File: config.mk
export PLATFORM = sky130hd
export DESIGN_NAME = csv_field_tokenizer
export DESIGN_NICKNAME = d
export VERILOG_FILES = /design/src/hdl/csvt_pkg.sv /design/src/hdl/csv_field_tokenizer.sv
export SDC_FILE = /design/constraint.sdc
export NUM_CORES = 1
export LEC_CHECK = 0
export ABC_AREA = 0
export BUFFER_PORTS_ARGS = -buffer_cell sky130_fd_sc_hd__buf_2
export CORE_UTILIZATION = 55
export CTS_CLUSTER_DIAMETER = 200
export DETAILED_ROUTE_END_ITERATION = 12
export PLACE_DENSITY = 0.77
export SLEW_MARGIN = 20
export SYNTH_ARGS = -nofsm -noshare
export SYNTH_HDL_FRONTEND = slang
export SYNTH_SLANG_ARGS = --single-unit
File: constraint.sdc
create_clock -name aclk -period 4.6 [get_ports aclk]
set_clock_uncertainty 0.15 [all_clocks]
set_input_delay 0 -clock aclk [delete_from_list [all_inputs] [get_ports aclk]]
set_output_delay 0 -clock aclk [all_outputs]
set_load 0.005 [all_outputs]
File: src/hdl/csvt_pkg.sv
// ----------------------------------------------------------------------------
// csvt_pkg
// Types and constants of the CSV field tokenizer.
// ----------------------------------------------------------------------------
`timescale 1ns / 1ps
`default_nettype none

package csvt_pkg;

    typedef enum logic [1:0] {
        KIND_DATA    = 2'd0,
        KIND_END     = 2'd1,
        KIND_DISCARD = 2'd2,
        KIND_ERROR   = 2'd3
    } kind_t;

    localparam logic ERR_STRAY_QUOTE  = 1'b0;
    localparam logic ERR_UNTERMINATED = 1'b1;

    typedef enum logic [2:0] {
        MODE_UNQUOTED = 3'b001,
        MODE_QUOTED   = 3'b010,
        MODE_QSEEN    = 3'b100
    } mode_t;

    localparam logic [7:0] CHAR_COMMA = 8'h2C;
    localparam logic [7:0] CHAR_QUOTE = 8'h22;
    localparam logic [7:0] CHAR_SPACE = 8'h20;
    localparam logic [7:0] CHAR_TAB   = 8'h09;
    localparam logic [7:0] CHAR_LF    = 8'h0A;
    localparam logic [7:0] CHAR_CR    = 8'h0D;
    localparam logic [7:0] FIELD_MAX  = 8'hFF;

    typedef struct packed {
        logic [7:0] char_byte;
        logic       has_byte;
        logic       line_end;
    } in_beat_t;

    typedef struct packed {
        kind_t      kind;
        logic [7:0] data_byte;
        logic       error_code;
        logic [7:0] field_number;
        logic       end_of_line;
        logic       last_of_run;
    } out_beat_t;

    function automatic logic is_blank(input logic [7:0] c);
        is_blank = (c == CHAR_SPACE) || (c == CHAR_TAB) || (c == CHAR_LF) || (c == CHAR_CR);
    endfunction

endpackage

`default_nettype wire

File: src/hdl/csv_field_tokenizer.sv
// ----------------------------------------------------------------------------
// csv_field_tokenizer
// Splits a line of bytes into comma-separated fields with quoting.
// ----------------------------------------------------------------------------
// Usage:
//   s_ channel: one beat per byte (has_byte) with a line_end flag; a beat
//   with has_byte low and line_end high is a bare line end, a beat with both
//   low is ignored.
//   m_ channel: result beats (data byte, field end, discard marker, error),
//   each tagged with its field number; last_of_run marks the final result
//   of one input beat.
//   Results of a beat are at the m_ port the cycle after it is accepted.
//   One input beat per cycle is taken while every beat gives at most one
//   result and m_ready stays high; after a beat giving two results, the
//   next beat waits until the two-entry result buffer has passed one on.
//   Reset empties the result buffer and returns the parser to an unquoted
//   first field. When the receiver stalls, results wait in the buffer and
//   s_ready drops once the buffer cannot take another beat's results.
// ----------------------------------------------------------------------------
`timescale 1ns / 1ps
`default_nettype none

module csv_field_tokenizer
    import csvt_pkg::*;
(
    input  wire logic      aclk,
    input  wire logic      aresetn,
    input  wire logic      s_valid,
    output logic           s_ready,
    input  wire in_beat_t  s_data,
    output logic           m_valid,
    input  wire logic      m_ready,
    output out_beat_t      m_data
);

    mode_t      mode_reg, mode_next;
    logic       nonblank_reg, nonblank_next;
    logic       failed_reg, failed_next;
    logic [7:0] field_reg, field_next;

    out_beat_t  slot0_reg, slot0_next;
    out_beat_t  slot1_reg, slot1_next;
    logic [1:0] cnt_reg, cnt_next;

    logic       accept;
    logic       pop;

    out_beat_t  res_a, res_b;
    logic       res_a_vld, res_b_vld;

    assign m_valid = (cnt_reg != 2'd0);
    assign m_data  = slot0_reg;
    assign pop     = m_valid && m_ready;
    // buffer must be empty after this cycle's pop to take up to two results
    assign s_ready = (cnt_reg == 2'd0) || ((cnt_reg == 2'd1) && m_ready);
    assign accept  = s_valid && s_ready;

    // tokenizer step
    always_comb begin
        logic [7:0] c;
        logic       take;
        logic       unq;
        mode_t      m;
        logic       nb;
        logic       fl;
        logic [7:0] fc;

        c    = s_data.char_byte;
        take = s_data.has_byte && !failed_reg;
        m    = mode_reg;
        nb   = nonblank_reg;
        fl   = failed_reg;
        fc   = field_reg;
        unq  = 1'b0;

        res_a     = '0;
        res_b     = '0;
        res_a_vld = 1'b0;
        res_b_vld = 1'b0;
        res_a.field_number = field_reg;

        if (take) begin
            unique case (mode_reg)
                MODE_QSEEN: begin
                    if (c == CHAR_QUOTE) begin
                        res_a_vld       = 1'b1;
                        res_a.kind      = KIND_DATA;
                        res_a.data_byte = CHAR_QUOTE;
                        nb              = 1'b1;
                        m               = MODE_QUOTED;
                    end else begin
                        m   = MODE_UNQUOTED;
                        unq = 1'b1;
                    end
                end
                MODE_QUOTED: begin
                    if (c == CHAR_QUOTE) begin
                        m = MODE_QSEEN;
                    end else begin
                        res_a_vld       = 1'b1;
                        res_a.kind      = KIND_DATA;
                        res_a.data_byte = c;
                        if (!is_blank(c)) nb = 1'b1;
                    end
                end
                default: begin
                    unq = 1'b1;
                end
            endcase

            if (unq) begin
                res_a_vld = 1'b1;
                if (c == CHAR_COMMA) begin
                    res_a.kind = KIND_END;
                    if (fc != FIELD_MAX) fc = fc + 8'd1;
                    nb = 1'b0;
                end else if (c == CHAR_QUOTE) begin
                    if (nb) begin
                        res_a.kind       = KIND_ERROR;
                        res_a.error_code = ERR_STRAY_QUOTE;
                        fl               = 1'b1;
                    end else begin
                        res_a.kind = KIND_DISCARD;
                        m          = MODE_QUOTED;
                    end
                end else begin
                    res_a.kind      = KIND_DATA;
                    res_a.data_byte = c;
                    if (!is_blank(c)) nb = 1'b1;
                end
            end
        end

        if (s_data.line_end) begin
            if (!fl) begin
                res_b_vld          = 1'b1;
                res_b.field_number = fc;
                res_b.end_of_line  = 1'b1;
                if (m == MODE_QUOTED) begin
                    res_b.kind       = KIND_ERROR;
                    res_b.error_code = ERR_UNTERMINATED;
                end else begin
                    res_b.kind = KIND_END;
                end
            end else if (!failed_reg && res_a_vld) begin
                // stray quote on the line's last beat
                res_a.end_of_line = 1'b1;
            end
        end

        if (res_b_vld) res_b.last_of_run = 1'b1;
        else           res_a.last_of_run = 1'b1;

        if (s_data.line_end) begin
            mode_next     = MODE_UNQUOTED;
            nonblank_next = 1'b0;
            failed_next   = 1'b0;
            field_next    = '0;
        end else begin
            mode_next     = m;
            nonblank_next = nb;
            failed_next   = fl;
            field_next    = fc;
        end
    end

    // result buffer
    always_comb begin
        slot0_next = slot0_reg;
        slot1_next = slot1_reg;
        cnt_next   = cnt_reg;
        if (accept) begin
            // buffer is empty after the pop here
            if (res_a_vld) begin
                slot0_next = res_a;
                slot1_next = res_b;
            end else begin
                slot0_next = res_b;
            end
            cnt_next = {1'b0, res_a_vld} + {1'b0, res_b_vld};
        end else if (pop) begin
            slot0_next = slot1_reg;
            cnt_next   = cnt_reg - 2'd1;
        end
    end

    always_ff @(posedge aclk) begin
        if (!aresetn) begin
            mode_reg     <= MODE_UNQUOTED;
            nonblank_reg <= 1'b0;
            failed_reg   <= 1'b0;
            field_reg    <= '0;
            cnt_reg      <= 2'd0;
        end else begin
            if (accept) begin
                mode_reg     <= mode_next;
                nonblank_reg <= nonblank_next;
                failed_reg   <= failed_next;
                field_reg    <= field_next;
            end
            cnt_reg <= cnt_next;
        end
    end

    always_ff @(posedge aclk) begin
        slot0_reg <= slot0_next;
        slot1_reg <= slot1_next;
    end

endmodule

`default_nettype wire

==> summary.txt, run 1 <==
Run status
  • Status: complete, no violations

Logic synthesis
  • Post-synth top cells: 31 x edfxtp_1, 25 x nand2_1, 21 x nor2_1, 15 x dfxtp_1, 15 x nand3_1
  • Mapped Cells: between 200 and 250
  • Asr flop ratio synth: 0%
  • EDFF count, synth: 31
  • Synthesized area: 0.00251 mm²
  • Yosys top cell by area: edfxtp_1
  • Count leader, synth: edfxtp_1
  • Synth warn: 0
  • Top FF cell, synth: edfxtp_1
  • Yosys reg bits: 46
  • Yosys cell types: 52
  • Post-synthesis sequential area ratio: 49.1%
  • Yosys top cell area share: 37.1%
  • Largest cells by area after synthesis: edfxtp_1 37%, dfxtp_1 12%, nand2_1 3.7%, a22o_1 3.1%, nor2_1 3.1%
  • Syn_area_per_cell: 10.1 µm²
  • Syn Nets: 267

STA
  • Fin crit share: 61.5%
  • Final hold vios: 0
  • FMAX: approximately 0.35 GHz
  • RSZ-0062 raised after global routing: no
  • Fin. max-slew vios: 0
  • Slew headroom: 39.1%
  • Clock period minus worst slack: 2.83 ns
  • Setup TNS: 0 ns
  • Worst-Margin Slew: ~0.91 ns
  • Final setup viols: 0

Die
  • Die width: just under 70 µm
  • Die footprint: 0.00483 mm²
  • Die Height: 69.5 µm
  • Initial Util: 57.6%
  • Site Rows: 24
  • Core area: 0.00435 mm²
  • # IOs: 37

Clock tree
  • Clock root buffer: clkbuf_8
  • TritonCTS clock tree: done
  • CTS-repair resized insts: 0
  • Post-CTS Setup Bufs: 0
  • CTS Hold Bufs: 10
  • Clock Path Buffers: 2
  • Clock latency on the worst-skew pair: 0.30 ns
  • Clock sinks: 46
  • Clk slew on worst S/H paths: 0.09 ns
  • CTS Buf Count: 5
  • H-Tree Depth: 2

Setup path
  • CP startpoint kind: primary input
  • CP startpoint: s_data[6]
  • R2R depth: 6
  • Crit end category: flip-flop
  • Cell depth of the worst setup path: 7
  • CP arrival: 2.72 ns
  • Critical-path cell list: dlygate4sd3_1 -> buf_2 -> or4b_1 -> or4_4 -> nor3_1 -> mux2i_1 -> nor2_1
  • CP Max Fanout: 11
  • Max incr delay on CP: 0.69 ns
  • CP top delay family: simple AND/OR/NAND/NOR gates
  • Worst reg2reg path startpoint: cnt_reg[0]$_SDFFE_PN0P_
  • Worst Path Buf+Inv: 2
  • Worst EP required: around 4.5 ns
  • Slowest CP cell: or4_4
  • Critical path class: in -> reg

Finish
  • Antenna diode count: 0
  • Max reg flops: 21
  • Share of cells above drive strength 1: 19.9%
  • Synth-to-Final Area Change: 16.2%
  • Final layout net count: between 300 and 400

GRT
  • First-pass GRT wire length: 9180 µm
  • Vias in the first global route: 1931
  • Largest net degree at the start of global routing: 26
  • Tot GR Track Use: 24.2%
  • Initial antenna violation count: 0
  • Global route total overflow: 0

Worst hold path
  • Hold Startpoint: s_data[0]
  • Hold path depth: 4
  • Class of the worst hold path: in -> reg

Routing
  • Final wirelength: 5440 µm
  • Initial DRC count: 115
  • Per-cell routed wire length: roughly 16 µm
  • DRT Pass-1 Iters: 4
  • Antenna Nets Post-Route: 0
  • Vias: 2053
  • Uppermost layer routed: met4
  • Met2 Wirelength: 2450 µm
  • Met3 WL: slightly below 400 µm
  • Routed met1 length: 2480 µm
  • DRC Markers: 0
  • Via density: 5.97

Flow run
  • Total of max-cap violations: 0

Power and ir drop
  • Sequential share of power: between 50% and 60%
  • LEAKAGE: 1.10 nW
  • Power Density: 351 mW/mm²
  • Maximum VDD drop: 0.216 mV
  • Total power: 1.02 mW
  • Combinational Power Share: 19.9%
  • Int Pwr: 0.753 mW
  • Switching Fraction: between 20% and 30%
  • Clock share of power: 29.1%
  • Switching power total: 0.269 mW

Placement
  • Final HPWL DP: 3710 µm
  • Port bufs: 36
  • RePlAce Congestion: 0.979
==> kinds of logic (layout without fill, tap and decap cells) <==
kind of cell,count (synthesis),after routing,synth area share (%)
muxes,6,6,2.50
and+or+nand+nor,107,107,24.0
adders and majority gates,4,4,2.00
DFF,46,46,49.1
buffers and inverters,22,65,3.64
xor gates and xnor gates,6,6,2.10
AOI/OAI and AO/OA,58,58,16.7
==> stage by stage <==
step / std cells / setup WS (ns) / instance area (µm²) / hold WS [ns] / utilization [%]
final: 344 / 1.77 / 2910 / 0.0261 / 66.9
after detailed placement: 326 / 1.94 / 2700 / 0.183 / 62.1
after global routing: 344 / 1.67 / 2910 / 0.0585 / 66.9
after floorplan: 249 / 2.42 / 2510 / -0.00838 / -
after CTS: 344 / 1.82 / 2910 / 0.0164 / 66.9
after global placement: 326 / 2.11 / 2700 / 0.178 / 62.1
==> per-layer routing <==
metal | up-vias | track usage, %
met5 | - | 0
met1 | 937 | 33.5
li1 | 1011 | -
met2 | 95 | 36.1
met4 | 0 | 10.4
met3 | 10 | 5.96
==> power groups by stage <==
| stage | combinational, mW | clock, mW | sequential (mW) |
|---|---|---|---|
| after CTS | 0.203 | 0.303 | 0.523 |
| final | 0.203 | 0.297 | 0.522 |
| after detailed placement | 0.196 | 0 | 0.532 |
| after global routing | 0.224 | 0.323 | 0.527 |
| after floorplan | 0.110 | 0 | 0.539 |
| after global placement | 0.192 | 0 | 0.531 |
==> placed cells by master (no fill, tap or decap), types with 9 or more instances in the layout <==
cell type | synthesis | routed
nand3_1 | 15 | 15
nor2_1 | 21 | 21
dlygate4sd3_1 | 0 | 10
a22o_1 | 9 | 9
edfxtp_1 | 31 | 31
buf_2 | 1 | 36
nand2_1 | 25 | 25
a21oi_1 | 10 | 10
dfxtp_1 | 15 | 15
o21ai_0 | 9 | 9
and2_1 | 9 | 9
inv_1 | 11 | 11
==> layout make-up <==
type	count	area [µm²]
Fill cell	356	1440
Sequential cell	46	1230
Multi-Input combinational cell	181	1180
Timing Repair Buffer	46	280
Clock buffer	6	72.6
Tap cell	52	65.1
Inverter	11	41.3
Clock inverter	2	37.5
==> path summary, 6_finish.rpt <==
path                          endpoint  slack, ns
min          field_reg[0]$_SDFFE_PN0P_       0.03
min reg2reg    cnt_reg[1]$_SDFFE_PN0P_       0.36
max reg2reg     slot1_reg[3]$_DFFE_PP_       1.91
max             slot1_reg[9]$_DFFE_PP_       1.77
==> worst register-to-register path, stage by stage (launching register included) <==
cell and delay (ns):
dfxtp_1 0.33, inv_1 0.10, ha_1 0.22, a21o_1 0.16, and2_1 0.37, nand2_1 0.24, nor2_1 0.74
Note: power is estimated with default switching activity, not from simulation.
==> inputs of run 2 (changes only) <==
==> constraint.sdc (replaced) <==
create_clock -name aclk -period 2.9 [get_ports aclk]
set_clock_uncertainty 0.15 [all_clocks]
set_input_delay 0 -clock aclk [delete_from_list [all_inputs] [get_ports aclk]]
set_output_delay 0 -clock aclk [all_outputs]
set_load 0.005 [all_outputs]
==> summary.txt, run 2 (same netlist as run 1, synthesis figures left out) <==
STA
  • RSZ-0062 raised after global routing: no
  • Clock period minus worst slack: 2.72 ns
  • Setup TNS: 0 ns (unchanged)
  • Worst Slack Setup Final: 0.177 ns (-1.59 ns)
  • Fin crit share: 93.9%
  • Worst-Margin Slew: 0.595 ns (-0.315 ns)
  • Final setup viols: 0 (unchanged)
  • Slew headroom: 59.8% (+21 points)
  • Final hold vios: 0 (unchanged)
  • Fin. max-slew vios: 0 (unchanged)
  • FMAX: 0.367 GHz

Finish
  • Final layout net count: 317 (+2.6%)
  • Most frequent cells in the layout: 36 x buf_2, 31 x edfxtp_1, 25 x nand2_1, 21 x nor2_1
  • Antenna diode count: 0 (unchanged)
  • Synth-to-Final Area Change: 18.1%
  • Commonest non-fill, non-tap cell in the layout: buf_2
  • Share of cells above drive strength 1: 22.0% (+2.1 points)
  • Max reg flops: 21 (unchanged)

Worst hold path
  • Hold Startpoint: m_ready
  • Class of the worst hold path: in -> reg
  • Hold EP: failed_reg$_SDFFE_PN0P_
  • Hold path depth: 5 (+1)

Routing
  • Vias: 2139 (+4.2%)
  • DRC Markers: 0 (unchanged)
  • Antenna Nets Post-Route: 0 (unchanged)
  • Via density: 6.08 (+1.8%)
  • Per-cell routed wire length: 16.1 µm (+1.9%)
  • Initial DRC count: 153 (+33%)
  • DRT Pass-1 Iters: 5 (+1)
  • Final wirelength: 5680 µm (+4.3%)

GRT
  • Initial antenna violation count: 0 (unchanged)
  • Global route total overflow: 0 (unchanged)
  • First-pass GRT wire length: 9260 µm (+0.89%)
  • Largest net degree at the start of global routing: 26 (unchanged)
  • Vias in the first global route: 1884 (-2.4%)
  • Tot GR Track Use: 24.6% (+0.39 points)

Setup path
  • Max incr delay on CP: 0.69 ns (about the same)
  • Critical-path cell list: dlygate4sd3_1 -> buf_2 -> or4b_1 -> or4_4 -> nor3_1 -> mux2i_1 -> nor2_1
  • Worst reg2reg path startpoint: mode_reg[1]$_SDFFE_PN0P_
  • CP top delay family: simple AND/OR/NAND/NOR gates
  • CP Max Fanout: 11 (unchanged)
  • CP startpoint: s_data[9]
  • Crit end category: flip-flop
  • Critical path class: in -> reg
  • R2R depth: 5 (-1)
  • R2r endpoint: m_data[7]$_DFFE_PP_
  • Worst EP required: 2.82 ns (-1.67 ns)
  • R2r setup slk: 0.43 ns (-1.48 ns)
  • Worst Path Buf+Inv: 2 (unchanged)
  • Slowest CP cell: or4_4
  • CP startpoint kind: primary input
  • CP arrival: 2.64 ns (-0.08 ns)

Flow run
  • Total of max-cap violations: 0 (unchanged)

Power and ir drop
  • Combinational Power Share: 21.8% (+1.9 points)
  • Sequential share of power: 52.2% (+1.1 points)
  • Clock share of power: 26.0% (-3.1 points)
  • Maximum VDD drop: 0.327 mV (+52%)
  • LEAKAGE: 1.13 nW (+3.2%)
  • Switching Fraction: 28.0% (+1.7 points)
  • Int Pwr: 1.14 mW (+52%)
  • Power Density: 537 mW/mm² (+53%)
  • Switching power total: 0.445 mW (+65%)

Clock tree
  • Clock Path Buffers: 2 (unchanged)
  • TritonCTS clock tree: done
  • CTS Buf Count: 5 (unchanged)
  • Clock root buffer: clkbuf_8
  • Clk slew on worst S/H paths: 0.09 ns (about the same)
  • H-Tree Depth: 2 (unchanged)
  • Clock sinks: 46 (unchanged)
  • Clock latency on the worst-skew pair: 0.31 ns (about the same)

Die
  • Site Rows: 24 (unchanged)
  • Initial Util: 57.6% (unchanged)
  • Die width: 69.5 µm (unchanged)
  • Core area: 0.00435 mm² (unchanged)
  • Die Height: 69.5 µm (unchanged)
  • # IOs: 37 (unchanged)
  • Die footprint: 0.00483 mm² (unchanged)

Placement
  • RePlAce Congestion: 0.907 (-7.4%)
  • Port bufs: 36 (unchanged)
  • Final HPWL DP: 3900 µm (+5.0%)
  • Pre-CTS WS: 0.442 ns (-1.50 ns)

Run status
  • Status: complete, no violations
## run 2: changes by cell type in the layout (fill, tap and decap cells not counted)
cell,delta
buf_4,+7
bufinv_16,-1
clkbuf_1,-1
clkbuf_8,+1
clkinv_2,+1
dlygate4sd3_1,+1
## run 2: final cells by class
| class | instances | area, µm² |
|---|---|---|
| Fill cell | 326 | 1390 |
| Sequential cell | 46 | 1230 |
| Multi-Input combinational cell | 181 | 1180 |
| Timing Repair Buffer | 54 | 343 |
| Clock buffer | 6 | 82.6 |
| Tap cell | 52 | 65.1 |
| Inverter | 11 | 41.3 |
| Clock inverter | 2 | 12.5 |
## run 2: worst min-delay path, cell delays in order
cell	delay, ns
buf_2	0.09
a21o_1	0.15
nand3_1	0.14
nand2_1	0.14
nor2_1	0.06
## run 2: metal layers
layer,up-vias,track usage [%],routed length (µm)
met5,-,0,0
met1,1007,35.3,2570
met4,0,10.2,123
met2,91,35.8,2560
met3,15,5.67,425
li1,1026,-,-
## run 2: worst max-delay path by stage
| stage | to | slack (ns) | depth (start not counted) |
|---|---|---|---|
| 4_1_cts | slot1_reg[9]$_DFFE_PP_ | 0.21 | 7 |
| 2_1_floorplan | slot1_reg[5]$_DFFE_PP_ | 0.72 | 6 |
| 3_5_place_dp | slot1_reg[9]$_DFFE_PP_ | 0.44 | 6 |
| 5_1_grt | slot1_reg[9]$_DFFE_PP_ | 0.09 | 7 |
| 3_3_place_gp | slot1_reg[9]$_DFFE_PP_ | 0.53 | 6 |
| 6_report | slot1_reg[9]$_DFFE_PP_ | 0.18 | 7 |
## run 2: metrics by stage
step	instance area [µm²]	hold slack, ns	total power [mW]	util, %	instances
3_3_place_gp	2760	0.177	1.17	63.3	333
6_report	2960	0.148	1.59	68.0	352
2_1_floorplan	2510	-0.00838	1.03	-	249
4_1_cts	2960	0.143	1.59	68.0	352
5_1_grt	2960	0.189	1.65	68.0	352
3_5_place_dp	2760	0.173	1.18	63.3	333
## run 2: power groups by stage
stage	registers [mW]	clock network [mW]	logic (mW)
2_1_floorplan	0.854	0	0.175
4_1_cts	0.830	0.419	0.343
3_5_place_dp	0.845	0	0.331
3_3_place_gp	0.844	0	0.323
5_1_grt	0.838	0.442	0.375
6_report	0.830	0.413	0.346
## run 2: repair_timing
item                       in CTS  in global routing
buffers inserted                0                  0
setup endpoints to repair       0                  0
hold buffers                   11                  0
hold endpoints to repair       19                  0
gates resized for setup         0                  0
